==> src/hw/rtl/pcd_pkg.sv <==
`timescale 1ns / 1ps

package pcd_pkg;

  // Result status codes.
  typedef enum logic [2:0] {
    ST_OK  = 3'd0,
    ST_LAT = 3'd1,
    ST_LON = 3'd2,
    ST_ODD = 3'd3,
    ST_BAD = 3'd4
  } status_e;

  // What the front hands to the back for one character.
  typedef enum logic [1:0] {
    EV_PAIR = 2'd0,
    EV_FAIL = 2'd1,
    EV_END  = 2'd2
  } ev_kind_e;

  // Configuration register indexes.
  localparam logic CFG_LAT_LIMIT = 1'b0;
  localparam logic CFG_LON_LIMIT = 1'b1;

  localparam int unsigned LatLimitW = 24;
  localparam int unsigned LonLimitW = 25;
  localparam int unsigned CfgDataW  = 25;
  localparam int unsigned LatW      = 25;
  localparam int unsigned LonW      = 26;
  localparam int unsigned DeltaW    = 32;

  localparam logic [LatLimitW-1:0] LatLimitRst = 24'd9000000;
  localparam logic [LonLimitW-1:0] LonLimitRst = 25'd18000000;

  localparam int unsigned EvDepthDef  = 4;
  localparam int unsigned ResDepthDef = 2;

  typedef struct packed {
    ev_kind_e                  kind;
    status_e                   status;
    logic                      last;
    logic signed [DeltaW-1:0]  lat_delta;
    logic signed [DeltaW-1:0]  lon_delta;
  } event_t;

  typedef struct packed {
    logic [LatW-1:0] latitude;
    logic [LonW-1:0] longitude;
    logic            has_point;
    status_e         status;
    logic            end_of_route;
  } result_t;

endpackage

==> src/hw/rtl/pcd_fifo.sv <==
`timescale 1ns / 1ps

module pcd_fifo #(
  parameter int unsigned Width = 8,
  parameter int unsigned Depth = 4
) (
  input  logic             clk_i,
  input  logic             rst_ni,
  input  logic             wr_i,
  input  logic [Width-1:0] wdata_i,
  output logic             full_o,
  input  logic             rd_i,
  output logic [Width-1:0] rdata_o,
  output logic             empty_o
);

  localparam int unsigned AddrW = (Depth > 1) ? $clog2(Depth) : 1;
  localparam int unsigned CntW  = $clog2(Depth + 1);

  logic [Width-1:0] mem_q [Depth];
  logic [AddrW-1:0] wptr_q, wptr_d, rptr_q, rptr_d;
  logic [CntW-1:0]  cnt_q, cnt_d;
  logic             do_wr, do_rd;

  assign full_o  = (cnt_q == CntW'(Depth));
  assign empty_o = (cnt_q == '0);
  assign do_wr   = wr_i && !full_o;
  assign do_rd   = rd_i && !empty_o;
  assign rdata_o = mem_q[rptr_q];

  always_comb begin
    wptr_d = wptr_q;
    rptr_d = rptr_q;
    cnt_d  = cnt_q;
    if (do_wr) begin
      wptr_d = (wptr_q == AddrW'(Depth - 1)) ? '0 : wptr_q + 1'b1;
    end
    if (do_rd) begin
      rptr_d = (rptr_q == AddrW'(Depth - 1)) ? '0 : rptr_q + 1'b1;
    end
    if (do_wr && !do_rd) begin
      cnt_d = cnt_q + 1'b1;
    end else if (do_rd && !do_wr) begin
      cnt_d = cnt_q - 1'b1;
    end
  end

  always_ff @(posedge clk_i or negedge rst_ni) begin
    if (!rst_ni) begin
      wptr_q <= '0;
      rptr_q <= '0;
      cnt_q  <= '0;
    end else begin
      wptr_q <= wptr_d;
      rptr_q <= rptr_d;
      cnt_q  <= cnt_d;
    end
  end

  always_ff @(posedge clk_i) begin
    if (do_wr) begin
      mem_q[wptr_q] <= wdata_i;
    end
  end

endmodule

==> src/hw/rtl/pcd_front.sv <==
`timescale 1ns / 1ps

module pcd_front (
  input  logic            clk_i,
  input  logic            rst_ni,
  input  logic            accept_i,
  input  logic [7:0]      char_code_i,
  input  logic            last_char_i,
  output logic            ev_wr_o,
  output pcd_pkg::event_t ev_o
);

  localparam int unsigned DW = pcd_pkg::DeltaW;

  logic [DW-1:0] acc_q, acc_d;
  logic [2:0]    cnt_q, cnt_d;
  logic [DW-1:0] pend_q, pend_d;
  logic          expect_lon_q, expect_lon_d;
  logic          disc_q, disc_d;

  logic [7:0]    group8;
  logic [4:0]    chunk;
  logic          more;
  logic          bad_code;
  logic          overlong;
  logic [4:0]    shamt;
  logic [DW-1:0] acc_new;

  function automatic logic signed [DW-1:0] unzigzag(logic [DW-1:0] v);
    return $signed({1'b0, v[DW-1:1]} ^ {DW{v[0]}});
  endfunction

  assign group8   = char_code_i - 8'd63;
  assign chunk    = group8[4:0];
  assign more     = group8[5];
  assign bad_code = (char_code_i < 8'd63) || (char_code_i > 8'd126);
  assign overlong = (cnt_q == 3'd6) && (more || (chunk > 5'd3));
  assign shamt    = {cnt_q, 2'b00} + {2'b00, cnt_q};
  assign acc_new  = acc_q | ({{(DW-5){1'b0}}, chunk} << shamt);

  always_comb begin
    acc_d        = acc_q;
    cnt_d        = cnt_q;
    pend_d       = pend_q;
    expect_lon_d = expect_lon_q;
    disc_d       = disc_q;
    ev_wr_o      = 1'b0;
    ev_o.kind      = pcd_pkg::EV_END;
    ev_o.status    = pcd_pkg::ST_OK;
    ev_o.last      = last_char_i;
    ev_o.lat_delta = unzigzag(pend_q);
    ev_o.lon_delta = unzigzag(acc_new);
    if (accept_i) begin
      if (disc_q) begin
        ev_wr_o = last_char_i;
      end else if (bad_code || overlong) begin
        ev_wr_o     = 1'b1;
        ev_o.kind   = pcd_pkg::EV_FAIL;
        ev_o.status = pcd_pkg::ST_BAD;
        disc_d      = 1'b1;
      end else if (more) begin
        acc_d = acc_new;
        cnt_d = cnt_q + 1'b1;
        if (last_char_i) begin
          ev_wr_o     = 1'b1;
          ev_o.status = expect_lon_q ? pcd_pkg::ST_ODD : pcd_pkg::ST_OK;
        end
      end else begin
        acc_d = '0;
        cnt_d = '0;
        if (!expect_lon_q) begin
          pend_d       = acc_new;
          expect_lon_d = 1'b1;
          if (last_char_i) begin
            ev_wr_o     = 1'b1;
            ev_o.status = pcd_pkg::ST_ODD;
          end
        end else begin
          ev_wr_o      = 1'b1;
          ev_o.kind    = pcd_pkg::EV_PAIR;
          expect_lon_d = 1'b0;
          pend_d       = '0;
        end
      end
      // Every route ends on its last character, whatever happened before.
      if (last_char_i) begin
        acc_d        = '0;
        cnt_d        = '0;
        pend_d       = '0;
        expect_lon_d = 1'b0;
        disc_d       = 1'b0;
      end
    end
  end

  always_ff @(posedge clk_i or negedge rst_ni) begin
    if (!rst_ni) begin
      acc_q        <= '0;
      cnt_q        <= '0;
      pend_q       <= '0;
      expect_lon_q <= 1'b0;
      disc_q       <= 1'b0;
    end else begin
      acc_q        <= acc_d;
      cnt_q        <= cnt_d;
      pend_q       <= pend_d;
      expect_lon_q <= expect_lon_d;
      disc_q       <= disc_d;
    end
  end

endmodule

==> src/hw/rtl/pcd_back.sv <==
`timescale 1ns / 1ps

module pcd_back (
  input  logic                             clk_i,
  input  logic                             rst_ni,
  input  logic                             ev_valid_i,
  input  pcd_pkg::event_t                  ev_i,
  output logic                             ev_rd_o,
  input  logic                             res_full_i,
  output logic                             res_wr_o,
  output pcd_pkg::result_t                 res_o,
  input  logic [pcd_pkg::LatLimitW-1:0]    lat_limit_i,
  input  logic [pcd_pkg::LonLimitW-1:0]    lon_limit_i
);

  localparam int unsigned LatW = pcd_pkg::LatW;
  localparam int unsigned LonW = pcd_pkg::LonW;
  localparam int unsigned DW   = pcd_pkg::DeltaW;
  localparam int unsigned SumW = DW + 2;

  logic signed [LatW-1:0] lat_q, lat_d;
  logic signed [LonW-1:0] lon_q, lon_d;
  logic                   disc_q, disc_d;

  logic signed [SumW-1:0] lat_sum, lon_sum;
  logic signed [SumW-1:0] lat_lim, lon_lim;
  logic                   lat_bad, lon_bad;
  logic                   go;

  assign lat_sum = {{(SumW-LatW){lat_q[LatW-1]}}, lat_q}
                 + {{(SumW-DW){ev_i.lat_delta[DW-1]}}, ev_i.lat_delta};
  assign lon_sum = {{(SumW-LonW){lon_q[LonW-1]}}, lon_q}
                 + {{(SumW-DW){ev_i.lon_delta[DW-1]}}, ev_i.lon_delta};
  assign lat_lim = $signed({{(SumW-pcd_pkg::LatLimitW){1'b0}}, lat_limit_i});
  assign lon_lim = $signed({{(SumW-pcd_pkg::LonLimitW){1'b0}}, lon_limit_i});
  assign lat_bad = (lat_sum > lat_lim) || (lat_sum < -lat_lim);
  assign lon_bad = (lon_sum > lon_lim) || (lon_sum < -lon_lim);

  assign go      = ev_valid_i && !res_full_i;
  assign ev_rd_o = go;

  always_comb begin
    lat_d    = lat_q;
    lon_d    = lon_q;
    disc_d   = disc_q;
    res_wr_o = 1'b0;
    res_o.latitude     = '0;
    res_o.longitude    = '0;
    res_o.has_point    = 1'b0;
    res_o.status       = pcd_pkg::ST_OK;
    res_o.end_of_route = ev_i.last;
    if (go) begin
      if (disc_q) begin
        res_wr_o = ev_i.last;
      end else begin
        res_wr_o = 1'b1;
        case (ev_i.kind)
          pcd_pkg::EV_PAIR: begin
            if (lat_bad) begin
              res_o.status = pcd_pkg::ST_LAT;
              disc_d       = 1'b1;
            end else if (lon_bad) begin
              res_o.status = pcd_pkg::ST_LON;
              disc_d       = 1'b1;
            end else begin
              lat_d           = lat_sum[LatW-1:0];
              lon_d           = lon_sum[LonW-1:0];
              res_o.latitude  = lat_sum[LatW-1:0];
              res_o.longitude = lon_sum[LonW-1:0];
              res_o.has_point = 1'b1;
            end
          end
          pcd_pkg::EV_FAIL: begin
            res_o.status = ev_i.status;
            disc_d       = 1'b1;
          end
          default: begin
            res_o.status = ev_i.status;
          end
        endcase
      end
      if (ev_i.last) begin
        lat_d  = '0;
        lon_d  = '0;
        disc_d = 1'b0;
      end
    end
  end

  always_ff @(posedge clk_i or negedge rst_ni) begin
    if (!rst_ni) begin
      lat_q  <= '0;
      lon_q  <= '0;
      disc_q <= 1'b0;
    end else begin
      lat_q  <= lat_d;
      lon_q  <= lon_d;
      disc_q <= disc_d;
    end
  end

endmodule

==> src/hw/rtl/polyline_coordinate_decoder.sv <==
`timescale 1ns / 1ps

// Encoded polyline decoder. Text characters go in through a queue-like port:
// a beat is taken when push is high and full is low, with last_char_i marking
// the final character of a route. Results leave the same way: while empty is
// low the oldest result sits on the result ports, and pop takes it.
// A result appears for a completed coordinate pair, for the first error of a
// route and for the last character; other characters produce nothing.
// One character per cycle is sustained while full is low. A result reaches
// the ports through both queues: the front gathers chunks and decodes the
// sign in the cycle the character is taken and writes an event into a small
// event queue; the back takes the oldest event, adds the running sum, checks
// the range and queues the result. If the receiver stops popping, the result
// queue and then the event queue fill, and full rises; nothing is lost. Reset
// empties both queues, clears the route state and loads the default latitude
// and longitude limits. Unchecked by the block, the user must write limits
// through cfg_we_i/cfg_index_i/cfg_data_i only while the block is idle.
module polyline_coordinate_decoder #(
  parameter int unsigned EvDepth  = pcd_pkg::EvDepthDef,
  parameter int unsigned ResDepth = pcd_pkg::ResDepthDef
) (
  input  logic                              clk_i,
  input  logic                              rst_ni,
  input  logic                              push,
  output logic                              full,
  input  logic [7:0]                        char_code_i,
  input  logic                              last_char_i,
  output logic                              empty,
  input  logic                              pop,
  output logic signed [pcd_pkg::LatW-1:0]   latitude_o,
  output logic signed [pcd_pkg::LonW-1:0]   longitude_o,
  output logic                              has_point_o,
  output logic [2:0]                        status_o,
  output logic                              end_of_route_o,
  input  logic                              cfg_we_i,
  input  logic                              cfg_index_i,
  input  logic [pcd_pkg::CfgDataW-1:0]      cfg_data_i
);

  localparam int unsigned EvW  = $bits(pcd_pkg::event_t);
  localparam int unsigned ResW = $bits(pcd_pkg::result_t);

  logic [pcd_pkg::LatLimitW-1:0] lat_limit_q;
  logic [pcd_pkg::LonLimitW-1:0] lon_limit_q;

  pcd_pkg::event_t  ev_in, ev_out;
  pcd_pkg::result_t res_in, res_out;
  logic [EvW-1:0]   ev_out_raw;
  logic [ResW-1:0]  res_out_raw;
  logic             ev_wr, ev_full, ev_empty, ev_rd;
  logic             res_wr, res_full;

  always_ff @(posedge clk_i or negedge rst_ni) begin
    if (!rst_ni) begin
      lat_limit_q <= pcd_pkg::LatLimitRst;
      lon_limit_q <= pcd_pkg::LonLimitRst;
    end else if (cfg_we_i) begin
      case (cfg_index_i)
        pcd_pkg::CFG_LAT_LIMIT: lat_limit_q <= cfg_data_i[pcd_pkg::LatLimitW-1:0];
        pcd_pkg::CFG_LON_LIMIT: lon_limit_q <= cfg_data_i[pcd_pkg::LonLimitW-1:0];
        default: ;
      endcase
    end
  end

  assign full = ev_full;

  pcd_front u_front (
    .clk_i       (clk_i),
    .rst_ni      (rst_ni),
    .accept_i    (push && !ev_full),
    .char_code_i (char_code_i),
    .last_char_i (last_char_i),
    .ev_wr_o     (ev_wr),
    .ev_o        (ev_in)
  );

  pcd_fifo #(
    .Width (EvW),
    .Depth (EvDepth)
  ) u_ev_fifo (
    .clk_i   (clk_i),
    .rst_ni  (rst_ni),
    .wr_i    (ev_wr),
    .wdata_i (ev_in),
    .full_o  (ev_full),
    .rd_i    (ev_rd),
    .rdata_o (ev_out_raw),
    .empty_o (ev_empty)
  );

  assign ev_out = pcd_pkg::event_t'(ev_out_raw);

  pcd_back u_back (
    .clk_i       (clk_i),
    .rst_ni      (rst_ni),
    .ev_valid_i  (!ev_empty),
    .ev_i        (ev_out),
    .ev_rd_o     (ev_rd),
    .res_full_i  (res_full),
    .res_wr_o    (res_wr),
    .res_o       (res_in),
    .lat_limit_i (lat_limit_q),
    .lon_limit_i (lon_limit_q)
  );

  pcd_fifo #(
    .Width (ResW),
    .Depth (ResDepth)
  ) u_res_fifo (
    .clk_i   (clk_i),
    .rst_ni  (rst_ni),
    .wr_i    (res_wr),
    .wdata_i (res_in),
    .full_o  (res_full),
    .rd_i    (pop),
    .rdata_o (res_out_raw),
    .empty_o (empty)
  );

  assign res_out        = pcd_pkg::result_t'(res_out_raw);
  assign latitude_o     = res_out.latitude;
  assign longitude_o    = res_out.longitude;
  assign has_point_o    = res_out.has_point;
  assign status_o       = res_out.status;
  assign end_of_route_o = res_out.end_of_route;

endmodule

==> config.mk <==
export PLATFORM = sky130hd
export DESIGN_NAME = polyline_coordinate_decoder
export DESIGN_NICKNAME = d
export VERILOG_FILES = /design/src/hw/rtl/pcd_pkg.sv /design/src/hw/rtl/pcd_fifo.sv /design/src/hw/rtl/pcd_front.sv /design/src/hw/rtl/pcd_back.sv /design/src/hw/rtl/polyline_coordinate_decoder.sv
export SDC_FILE = /design/constraint.sdc
export NUM_CORES = 1
export LEC_CHECK = 0
export BUFFER_PORTS_ARGS = -buffer_cell sky130_fd_sc_hd__buf_4
export CAP_MARGIN = 40
export CORE_MARGIN = 8
export CORE_UTILIZATION = 30
export DETAILED_ROUTE_END_ITERATION = 6
export PLACE_DENSITY = 0.52
export SETUP_SLACK_MARGIN = 0.3
export SYNTH_ARGS = -nofsm -noshare
export SYNTH_HDL_FRONTEND = slang
export SYNTH_SLANG_ARGS = --single-unit
==> constraint.sdc <==
create_clock -name clk_i -period 22.2 [get_ports clk_i]
set_clock_uncertainty 0.15 [all_clocks]
set_input_delay 6.66 -clock clk_i [delete_from_list [all_inputs] [get_ports clk_i]]
set_output_delay 6.66 -clock clk_i [all_outputs]
set_load 0.02 [all_outputs]
* Word-level counts from Yosys, hierarchy flattened
Memories as Yosys holds them, arrays and structs flattened. Cells that the tools add are included. Widths: inputs -> output; s select.
Cells by class: shift-type cells 1, mux-type cells 74, $lt $le $gt $ge 7, reduce and logical (&&, ||, !) cells 35, bitwise gates (word level) 4, $add $sub $neg 15, eq/ne operators 12
Operator list (number):
- $mux 32 | 9
- $mux 52 | 3
- $mux 26 | 5
- $mux 25 | 5
- $mux 55 | 2
- $lt 34x34->1 | 2
- $xor 31x32->32 | 2
- $gt 34x25->1 | 1
- $gt 34x26->1 | 1
- $neg 24->34 | 1
- $neg 25->34 | 1
- $add 25x32->33 | 1
- $add 26x32->33 | 1
- $or 32x32->32 | 1
- $shl 5x5->32 | 1
- $mux 3 | 10
- $mux 1 | 26
- $mux 2 | 10
- $mux 5 | 3
- $logic_and 1x1->1 | 11
- $gt 8x7->1 const B | 1
- $logic_not 1->1 | 8
- $lt 8x6->1 const B | 1
- $add 2x1->2 const B | 3
- other kinds (22) | 39
Storage, ports and cells: input bits 40, flip-flop bits (word level) 181, logic and storage cells 166, output and inout bits 58, memories 2, memory bits (writable) 392
Memory list:
- u_ev_fifo.mem_q | words 4, width 70, rd ports 1, clocked after Yosys merged registers in 0, wr ports 1, RTL line pcd_fifo.sv:20 | logic [Width-1:0] mem_q [Depth];
- u_res_fifo.mem_q | words 2, width 56, rd ports 1, clocked after Yosys merged registers in 0, wr ports 1, RTL line pcd_fifo.sv:20

* Longest topological paths before layout
depth in word-level cells 13, mapped depth 30, mapped depth without buffers 26

* Modules after synthesis
From an unflattened synthesis, not the netlist that was laid out.
Unflattened totals: cells, all modules 2557, area, all modules 31441.4 µm²
By module, submodules not included:
- pcd_back | sequential area each 1301.2 µm², cells each 1407, times used 1, area each 10595.2 µm²
- pcd_fifo (u_ev_fifo) | sequential area each 8583.2 µm², cells each 403, times used 1, area each 10527.6 µm²
- pcd_fifo (u_res_fifo) | sequential area each 3463.3 µm², cells each 193, times used 1, area each 4357.9 µm²
- pcd_front | sequential area each 1726.7 µm², cells each 447, times used 1, area each 4095.2 µm²
- polyline_coordinate_decoder | sequential area each 1243.7 µm², cells each 107, times used 1, area each 1865.5 µm²

* Worst setup path before layout
No wires, ideal clock.
path type input -> register, start point input port char_code_i[0], end point memory u_ev_fifo.mem_q[0][0] (netlist bit) (enable), path slack 10637 ps, path buffers 0, stages on the path 9, arrival time 10910 ps, data required time 21547 ps, library setup time 503 ps, cell sequence inv_1 > ha_1 > o31ai_1 > nor3_1 > nand2_1 > a311oi_1 > a21boi_0 > a21oi_1 > nor2b_1
On the way: longest elaborated chain between the ends 11, elaborated cells between the ends (all ways) 15, those cells by class add/sub (1); order compare (3); mux (6); reduce/logical (5)
Ends and longest elaborated chain:
- start, declared | RTL line polyline_coordinate_decoder.sv:26 | input logic [7:0] char_code_i,
- $sub 6x6->6 | RTL line pcd_front.sv:33 | assign group8 = char_code_i - 8'd63;
- $gt 5x2->1 | RTL line pcd_front.sv:37 | assign overlong = (cnt_q == 3'd6) && (more || (chunk > 5'd3));
- $logic_or 1x1->1 | RTL line pcd_front.sv:37
- $logic_and 1x1->1 | RTL line pcd_front.sv:37
- $logic_or 1x1->1 | RTL line pcd_front.sv:56 | end else if (bad_code || overlong) begin
- $mux 1 (*) | RTL line pcd_front.sv:56
- $mux 1 (*) | RTL line pcd_front.sv:54 | if (disc_q) begin
- $mux 1 (*) | RTL line pcd_front.sv:53 | if (accept_i) begin
- $logic_and 1x1->1 (*) | RTL line pcd_fifo.sv:27 | assign do_wr = wr_i && !full_o;
- $mux 1 (*) | RTL line pcd_fifo.sv:61 | if (do_wr) begin
- $mux 1 (implied by the code) (*) | RTL line pcd_fifo.sv:62 | mem_q[wptr_q] <= wdata_i;
- end, declared | RTL line pcd_fifo.sv:20
Mark *: on every way between the ends. The rest lies on a longest branch, timed or not.

* Worst setup path in the final report
start point input port char_code_i[4], end point register u_ev_fifo.cnt_q[1]
On the way: elaborated cells between the ends (all ways) 18, those cells by class add/sub (1); order compare (3); mux (5); reduce/logical (9)
RTL lines:
- $sub 6x6->6 | RTL line pcd_front.sv:33
- $gt 5x2->1 | RTL line pcd_front.sv:37
- $logic_or 1x1->1 | RTL line pcd_front.sv:37
- $logic_and 1x1->1 | RTL line pcd_front.sv:37
- $logic_or 1x1->1 | RTL line pcd_front.sv:56
- $mux 1 (*) | RTL line pcd_front.sv:56
- $mux 1 (*) | RTL line pcd_front.sv:54
- $mux 1 (*) | RTL line pcd_front.sv:53
- $logic_and 1x1->1 (*) | RTL line pcd_fifo.sv:27
- net u_ev_fifo.do_wr | RTL line pcd_fifo.sv:23 | logic do_wr, do_rd;
- $logic_and 1x1->1 (*) | RTL line pcd_fifo.sv:41 | if (do_wr && !do_rd) begin
- $mux 3 (*) | RTL line pcd_fifo.sv:41
- net u_ev_fifo.cnt_d[1] | RTL line pcd_fifo.sv:22 | logic [CntW-1:0] cnt_q, cnt_d;
- end signal, assigned | RTL line pcd_fifo.sv:56 | cnt_q <= cnt_d;
- end, declared | RTL line pcd_fifo.sv:22
Mark *: on every way through the listed nets, which the timed path passes. The rest lies on a longest branch. A chain may end at the register's enable or synchronous reset.

==> flow_summary.yaml <==
grt:
  grt_pass1_wl_um: 121900
  grt_max_degree: 62
  met3_usage: 0.02537
  busiest_layer: "met2"
  antenna_found_initial: 0
  met1_usage: 0.1943
  track_usage: 0.1437
  grt_pass1_vias: 20520
  use_met2: 0.2352
  grt_overflow: 0
logic_synthesis:
  ys_seq_area_frac: 0.5433
  synth.avg_cell_area_um2: 12.09
  syn_inst: 2447
  ys_warn_count: 0
  synth-edff-count: 384
  syn-num-nets: 2681
  synth_top_area_frac: 0.3897
  synth_area_leaders: "edfxtp_1 (39%), dfrtp_1 (14%), ha_1 (8.1%), mux4_2 (5.1%), mux2_2 (3.4%)"
  synth_largest_area_cell: "edfxtp_1"
  yosys_most_used_dff: "edfxtp_1"
  synthArstFlopShare: 0.3204
  synth_area_um2: 29590
  yosysUniqueCellTypes: 81
  synth-seq-cells: 565
cells_and_area:
  layout.cells.most_common_list: "edfxtp_1 (384), nand2_1 (221), ha_1 (191), dfrtp_1 (163), a21oi_1 (157)"
  diodes: 0
  areaGrowthSynthToFinish_pct: 15.53
  mostFrequentLayoutCell: "edfxtp_1"
  drive_above_1_share: 0.1648
  nets: 2791
  fin_cells: 3896
  final_util: 0.3484
drt:
  vias: 19880
  avgViaCountPerCell: 5.104
  final_antenna_net_count: 0
  wire_per_inst_um: 20.57
  wl_um: 80140
  first_iter_violations: 1390
  remaining_drc_errors: 0
  first_pass_iters: 5
hold_path:
  hp-class: "flip-flop to flip-flop"
job:
  timing.max_cap.violations: 0
sta:
  period_minus_slack_ps: 9809
  rsz0062_at_grt: "no"
  fin_crit_sh: 0.4418
  slew_headroom: 0.3976
  worstMarginPinSlew_ps: 903.6
  drv_slew: 0
  hold_viol_final: 0
  holdWs_ps: 343.1
  finalSetupViolCount: 0
  final.setup.tns_ps: 0
  max_freq_ghz: 0.1020
clock_tree:
  cts_tree: "built"
  htree_levels: 3
  clk_pin_slew_ps: 50
  numCtsBuffers: 68
  hold_buffers: 0
  cts_repair_resize_count: 0
  root_buffer: "clkbuf_16"
  cts_setup_buffers: 0
  clock-sinks: 565
  cts_buffer_depth: 3
  clk_latency_ps: 620
pwr:
  pwr-share-seq: 0.335
  p_comb_frac: 0.440
  power_density_nw_per_um2: 139.1
  leakage_uw: 0.01345
  switching_share: 0.3909
  max-vdd-ir-drop_mv: 0.1394
  switching_power_uw: 1859
  clock_power_share: 0.225
  power.total_uw: 4755
  cellInternalPower_uw: 2896
critical_path:
  crit_path_start_kind: "input port"
  critical_path.cell_chain: "buf_4 > and3_1 > nand3_1 > xor2_1 > nand2_1 > a311oi_1 > a21boi_0 > a21oi_1 > inv_1 > ha_1 > inv_1 > fa_1 > mux2_2"
  worst-r2r-setup-slack_ps: 12750
  worstSetupPathType: "input port to flip-flop"
  crit_top_cell: "inv_1"
  required_ps: 22540
  path_delay_family: "compound AO/OA/AOI/OAI gates"
  max_stage_delay_ps: 690
  slowest_stage: "a311oi_1"
  worstPathMaxFanout: 6
  cp-end-kind: "flip-flop"
  critical_path_arrival_ps: 10150
  cp_num_buf_inv: 3
place:
  dp_hpwl_um: 57810
  place_inst: 3773
  placement.io_buffers: 97
  routabilityCongestion: 0.8881
floorplanning:
  io_pins: 98
  core_area_um2: 98130
  die_area_um2: 108900
  die_x_um: 330.1
  rows: 115
  die_h_um: 330.1
  initial_core_util: 0.3015
run_status:
  outcome: "finished, final reports clean"
## per-layer routing
metal	vias up	share of wire
met3	88	0.053
met1	9986	0.46
met5	-	0
met2	496	0.47
li1	9314	-
met4	0	0.022
## synth_stat cells (9+ instances only)
cell and instances:
ha_1 191, and2_1 16, mux2_2 90, clkbuf_1 67
o22ai_1 53, o211ai_1 14, xnor2_1 111, buf_1 15
a21o_1 40, a211oi_1 22, edfxtp_1 384, nor3_1 46
a21oi_1 157, dfstp_2 14, dfrtp_1 167, nand3_1 38
xor2_1 63, nand2b_1 13, inv_1 126, mux4_2 67
o21ai_0 122, or3_1 9, a31oi_1 14, nor2_1 153
o21bai_1 9, and3_1 14, nand4_1 30, nor2b_1 22
nor4_1 14, nand2_1 221
## state kept, by name, summed over array words and instances (netlist names), 3 cells and up
name / cells
u_ev_fifo.cnt_q: 3
u_ev_fifo.mem_q: 272
lon_limit_q: 25
u_front.acc_q: 32
lat_limit_q: 24
u_front.cnt_q: 3
u_res_fifo.mem_q: 112
u_front.pend_q: 32
u_back.lat_q: 25
u_back.lon_q: 26
## power by group through the flow
stage | clock network, uW | registers (uW) | logic (uW)
6_report | 1070 | 1590 | 2090
5_1_grt | 1140 | 1620 | 2290
4_1_cts | 1100 | 1600 | 2110
3_5_place_dp | 0 | 1620 | 2100
3_3_place_gp | 0 | 1610 | 2030
2_1_floorplan | 0 | 1560 | 1400
## layout make-up
cell class / count / area, um2
Clock buffer: 95 / 1907
Clock inverter: 27 / 229.0
Fill cell: 9584 / 63950
Inverter: 130 / 488.0
Multi-Input combinational cell: 1660 / 12730
Sequential cell: 565 / 16090
Tap cell: 1287 / 1610
Timing Repair Buffer: 132 / 1137
## logic make-up after synthesis
family	after synthesis	share of synthesized area
mux	163	0.08727
compound gates	512	0.1077
xor+xnor	174	0.05150
simple gates	615	0.09789
flops	565	0.5433
buf+inv	222	0.02888
fa+ha+maj	196	0.08347
## path summary, 6_finish.rpt
check,start,to,cells after the start
setup reg to reg,u_ev_fifo.rptr_q[0],u_res_fifo.mem_q[0][7],27
min in group asynchronous,rst_ni,u_back.lat_q[4],1
hold reg to reg,u_ev_fifo.cnt_q[2],u_ev_fifo.cnt_q[2],1
hold / removal,u_ev_fifo.cnt_q[2],u_ev_fifo.cnt_q[2],1
max in group asynchronous,rst_ni,u_front.pend_q[0],4
setup / recovery,char_code_i[4],u_ev_fifo.cnt_q[1],13
## metrics by stage
stage,instance area (um2),worst slack (ps)
floorplan,29590,10640
global placement,31840,11400
finish,34190,12390
global route,34190,12090
detailed placement,32020,11840
CTS,34160,12500
No activity file was read; power rests on OpenSTA's default activity.
